`src/hdl/bf_token_executor_unit_assert.svh`:
```
// assertion macros shared by the token executor rtl
// depends on a clock named clock and a reset named reset in the including module
`ifndef BF_TOKEN_EXECUTOR_UNIT_ASSERT_SVH
`define BF_TOKEN_EXECUTOR_UNIT_ASSERT_SVH

// checked outside reset
`define BFX_ASSERT(label, prop, msg) \
   label: assert property (@(posedge clock) disable iff (reset) prop) else $error(msg);

// checked at every edge, reset included
`define BFX_ASSERT_ALWAYS(label, prop, msg) \
   label: assert property (@(posedge clock) prop) else $error(msg);

`endif

```
`src/hdl/bfx_pkg.sv`:
```
// shared types for the token executor: token kinds and the word formats
// between the top level and the execute logic; no dependencies
package bfx_pkg;

   localparam int KIND_W  = 4;
   localparam int OPER_W  = 16;
   localparam int BYTE_W  = 8;
   localparam int INDEX_W = 16;

   typedef enum logic [KIND_W-1:0] {
      KIND_RIGHT = 4'd0,
      KIND_LEFT  = 4'd1,
      KIND_ADD   = 4'd2,
      KIND_SUB   = 4'd3,
      KIND_PUT   = 4'd4,
      KIND_GET   = 4'd5,
      KIND_JZ    = 4'd6,
      KIND_JNZ   = 4'd7,
      KIND_ZERO  = 4'd8
   } kind_type;

   typedef struct packed {
      logic [KIND_W-1:0] kind;
      logic [OPER_W-1:0] operand;
      logic [BYTE_W-1:0] in_byte;
   } token_type;

   typedef struct packed {
      logic               wr_en;
      logic [BYTE_W-1:0]  wr_data;
      logic [INDEX_W-1:0] base;
      logic [BYTE_W-1:0]  out_byte;
      logic               out_valid;
   } exec_type;

endpackage

```
`src/hdl/bfx_exec.sv`:
```
// execute logic for one token: new cell value, jump base and emitted byte
// depends on bfx_pkg
module bfx_exec (
   input  bfx_pkg::token_type            tok,
   input  logic [bfx_pkg::BYTE_W-1:0]    cur_byte,
   input  logic [bfx_pkg::INDEX_W-1:0]   token_index,
   output bfx_pkg::exec_type             res
);
   import bfx_pkg::*;

   always_comb begin
      res.wr_en     = 1'b0;
      res.wr_data   = cur_byte;
      res.base      = token_index;
      res.out_byte  = '0;
      res.out_valid = 1'b0;
      case (kind_type'(tok.kind))
         KIND_ADD: begin
            res.wr_en   = 1'b1;
            res.wr_data = cur_byte + tok.operand[BYTE_W-1:0];
         end
         KIND_SUB: begin
            res.wr_en   = 1'b1;
            res.wr_data = cur_byte - tok.operand[BYTE_W-1:0];
         end
         KIND_PUT: begin
            res.out_byte  = cur_byte;
            res.out_valid = 1'b1;
         end
         KIND_GET: begin
            res.wr_en   = 1'b1;
            res.wr_data = tok.in_byte;
         end
         KIND_JZ: begin
            if (cur_byte == '0) res.base = tok.operand;
         end
         KIND_JNZ: begin
            if (cur_byte != '0) res.base = tok.operand;
         end
         KIND_ZERO: begin
            res.wr_en   = 1'b1;
            res.wr_data = '0;
         end
         default: begin
            res.wr_en = 1'b0;
         end
      endcase
   end

endmodule

```
`config.mk`:
```
export PLATFORM = sky130hd
export DESIGN_NAME = bfx_exec
export DESIGN_NICKNAME = d
export VERILOG_FILES = /design/src/hdl/bf_token_executor_unit_assert.svh /design/src/hdl/bfx_pkg.sv /design/src/hdl/bfx_exec.sv
export SDC_FILE = /design/constraint.sdc
export NUM_CORES = 1
export LEC_CHECK = 0
export ABC_AREA = 1
export BUFFER_PORTS_ARGS = -buffer_cell sky130_fd_sc_hd__buf_2
export CAP_MARGIN = 20
export CORE_AREA = 2 2 57 59
export DETAILED_ROUTE_END_ITERATION = 8
export DIE_AREA = 0 0 59 61
export GPL_ROUTABILITY_DRIVEN = 0
export PLACE_DENSITY = 0.9
export REMOVE_ABC_BUFFERS = 1
export SLEW_MARGIN = 20
export SYNTH_ARGS = -nofsm -noshare
export SYNTH_HDL_FRONTEND = slang
export SYNTH_SLANG_ARGS = --single-unit
```
`constraint.sdc`:
```
create_clock -name vclk -period 5.63
set_input_delay 1.126 -clock vclk [all_inputs]
set_output_delay 1.126 -clock vclk [all_outputs]
set_load 0.05 [all_outputs]
```
==> Yosys cells after proc, flatten, opt, wreduce, memory -nomap -nowiden <==
Index checks and enable logic that the tools add are counted.
{ "totals": {"inputBits": 52, "reg_bits": 0, "out_inout_bits": 34} }
{ "classes": {"n_reduce_logical": 3, "n_addsub": 2, "eq_ne": 7, "mux": 6} }
{ "op_table": {"columns": ["cell", "n"], "rows": [
  ["$mux W16", 2],
  ["$pmux W16 S2", 1],
  ["$pmux W8 S4", 1],
  ["$eq A4 B3 Y1 const B", 4],
  ["$mux W9", 1],
  ["$add A8 B8 Y8", 1],
  ["$eq A4 B2 Y1 const B", 2],
  ["$logic_not A8 Y1", 1],
  ["$reduce_bool A8 Y1", 1],
  ["$sub A8 B8 Y8", 1],
  ["$eq A4 B4 Y1 const B", 1],
  ["$reduce_or A4 Y1", 1],
  ["$mux W1", 1]
]} }

==> Logic depth before layout (Yosys ltp) <==
{ "logic_depth": {"depth_word": 3, "mapped_depth": 17, "ltp_nobuf": 17} }

==> Worst setup path after synthesis <==
Ideal clock, no wire load.
{ "synth_path": {"path_kind": "input-to-output", "startpoint": "in tok[8] (netlist name)", "endpoint": "out res[30] (netlist name)", "path_slack_ps": 1233, "stages": 14, "arrival_time_ps": 3271, "cell_sequence": "inv_1 -> ha_1 -> inv_1 -> nor3_1 -> inv_1 -> nand2_1 -> xor2_1 -> inv_1 -> ha_1 -> nand2_1 -> inv_1 -> a21oi_1 -> xor2_1 -> o21bai_1"} }
{ "synth_lines": {"columns": ["element", "line_no", "source"], "rows": [
  ["start, declared", "bfx_exec.sv:4", "input bfx_pkg::token_type tok,"],
  ["end, declared", "bfx_exec.sv:7", "output bfx_pkg::exec_type res"]
]} }

==> reports/metrics.yaml <==
grt_overflow: 0
grt_usage: 0.219
chipWidth_um: 59
synth.distinct_cells: 29
cp.arrival_ps: 3350
worst_pin_slew_ps: 503
die_area_um2: 3600
syn2layout_area_growth_pct: 28.4
timing.final.crit_share: 0.795
hp-class: "in -> out"
place_area_um2: 1900
final_cell_mix: "buf_2 (86), nand2_1 (80), inv_1 (62)"
hold-path-endpoint: "res[1]"
vias: 1894
drtAntennaViolNets: 0
synth_xor_area_frac: 0.0415
route.detailed.drc: 0
multi_input_area_um2: 1170
final_area_um2: 1900
fin_setup_tns_ps: 0
grt_pass1_vias: 1663
core_um2: 2950
synthSimpleGateAreaFrac: 0.462
dr.pass1.iters: 4
hold-path-cell-count: 4
status: "finished, final reports clean"
fin_util: 0.642
rsz0062_at_grt: "false"
drv_slew: 0
slew_headroom: 0.664
nFillCells: 293
criticalPathCategory: "in -> out"
setup_viol_count_final: 0
antenna_found_initial: 0
synth_top_family_by_area: "simple AND/OR/NAND/NOR gates"
synth.avg_cell_area_um2: 5.47
drive_above_1_share: 0.339
cts_hold_buf: 0
synth-compound-area-share: 0.205
synthCells: 270
drt_iter0_drc: 46
critPathCaptureType: "output port"
initial_core_util: 0.500
peakVddDrop_uv: 50.8
clockBufferCount: 0
crit_required_ps: 4500
yosys-mux-area-fraction: 0
clock.fmax_ghz: 0.223
wl_per_cell_um: 10.6
dp_hpwl_um: 3490
grt_pass1_wl_um: 6510
n_antenna_cell: 0
synth_seq_area_share: 0
synthAdderAreaFrac: 0.0813
post-route-min-period_ps: 4480
p_per_area_nw_per_um2: 102
io_pins: 86
num-nets-final: 414
die_height_um: 61
avgViaCountPerCell: 4.93
hp-start: "cur_byte[0]"
ctsResizeCount: 0
path_max_fanout: 4
start_kind: "input port"
seq_area_um2: 0
max_cap_violations: 0
syn-cell-area_um2: 1480
io_buffers: 86
rows: 20
final_common_cell: "buf_2"
grt_max_degree: 20
yosys_warnings: 0
hold_violations: 0
wl_um: 4080
design.seq.count: 0
cts_setup_buffers: 0
p_leak_nw: 1.27
metrics by stage:
step / worst slack [ps] / power (mW) / hold slack [ps] / std cells
3_3_place_gp: 1280 / 0.190 / 2670 / 384
3_5_place_dp: 1190 / 0.193 / 2670 / 384
5_1_grt: 908 / 0.211 / 2680 / 384
2_1_floorplan: 1230 / 0.140 / 2490 / 265
4_1_cts: 1190 / 0.194 / 2670 / 384
6_report: 1150 / 0.194 / 2670 / 384
per-layer routing:
metal,GRT usage,routed length (um),vias to the layer above
met1,0.254,1780,798
met5,0,0,-
met4,0.00649,0,0
met2,0.456,1990,79
met3,0.0149,313,0
li1,-,-,1017
synth_stat cells (2+ instances only):
| cell | count | share of area |
|---|---|---|
| buf_6 | 4 | 0.030 |
| nor3_1 | 2 | 0.0068 |
| nor2_4 | 2 | 0.015 |
| nand2_1 | 80 | 0.20 |
| ha_1 | 8 | 0.068 |
| nor2_1 | 14 | 0.036 |
| inv_1 | 62 | 0.16 |
| o21ai_0 | 6 | 0.020 |
| nand3_1 | 29 | 0.098 |
| nand2_2 | 10 | 0.042 |
| o21bai_1 | 2 | 0.010 |
| nand4_1 | 3 | 0.013 |
| o211ai_2 | 10 | 0.085 |
| xor2_1 | 6 | 0.036 |
| inv_2 | 4 | 0.010 |
| o211ai_1 | 10 | 0.051 |
| a21oi_1 | 6 | 0.020 |
cell families (layout without fill, tap and decap cells):
family                   count (synthesis)  after routing
XOR/XNOR                                 7              7
AO/OA/AOI/OAI                           36             36
AND/OR/NAND/NOR                        145            145
buffers and inverters                   73            154
adder cells (fa/ha/maj)                  9              9
cell type report:
| class | count | area share |
|---|---|---|
| inverter | 68 | 0.136 |
| tap | 33 | 0.0218 |
| timing repair buffer | 86 | 0.227 |
| multi-input combinational | 197 | 0.615 |
where the power goes:
part | leakage, nW | switching [mW] | internal (mW)
logic | 1.27 | 0.133 | 0.0606
clock network | 0 | 0 | 0
registers | 0 | 0 | 0
worst max-delay path: stages:
cell and delay (ps):
buf_2 110, inv_1 110, ha_1 150, inv_1 40, nor3_1 210, nand3_1 100, nand2_1 100, xor2_1 170
inv_1 60, ha_1 320, nand2_1 110, inv_1 40, a21oi_1 140, nand2_1 80, nand3_1 80, nand3_1 80
nand3_1 60, buf_2 260
worst max path at each step:
stage           start       to  cells after the start
2_1_floorplan  tok[8]  res[30]                     14
3_3_place_gp   tok[8]  res[32]                     18
3_5_place_dp   tok[8]  res[32]                     18
4_1_cts        tok[8]  res[32]                     18
5_1_grt        tok[8]  res[32]                     18
6_report       tok[8]  res[32]                     18
Note: power is estimated with default switching activity, not from simulation.
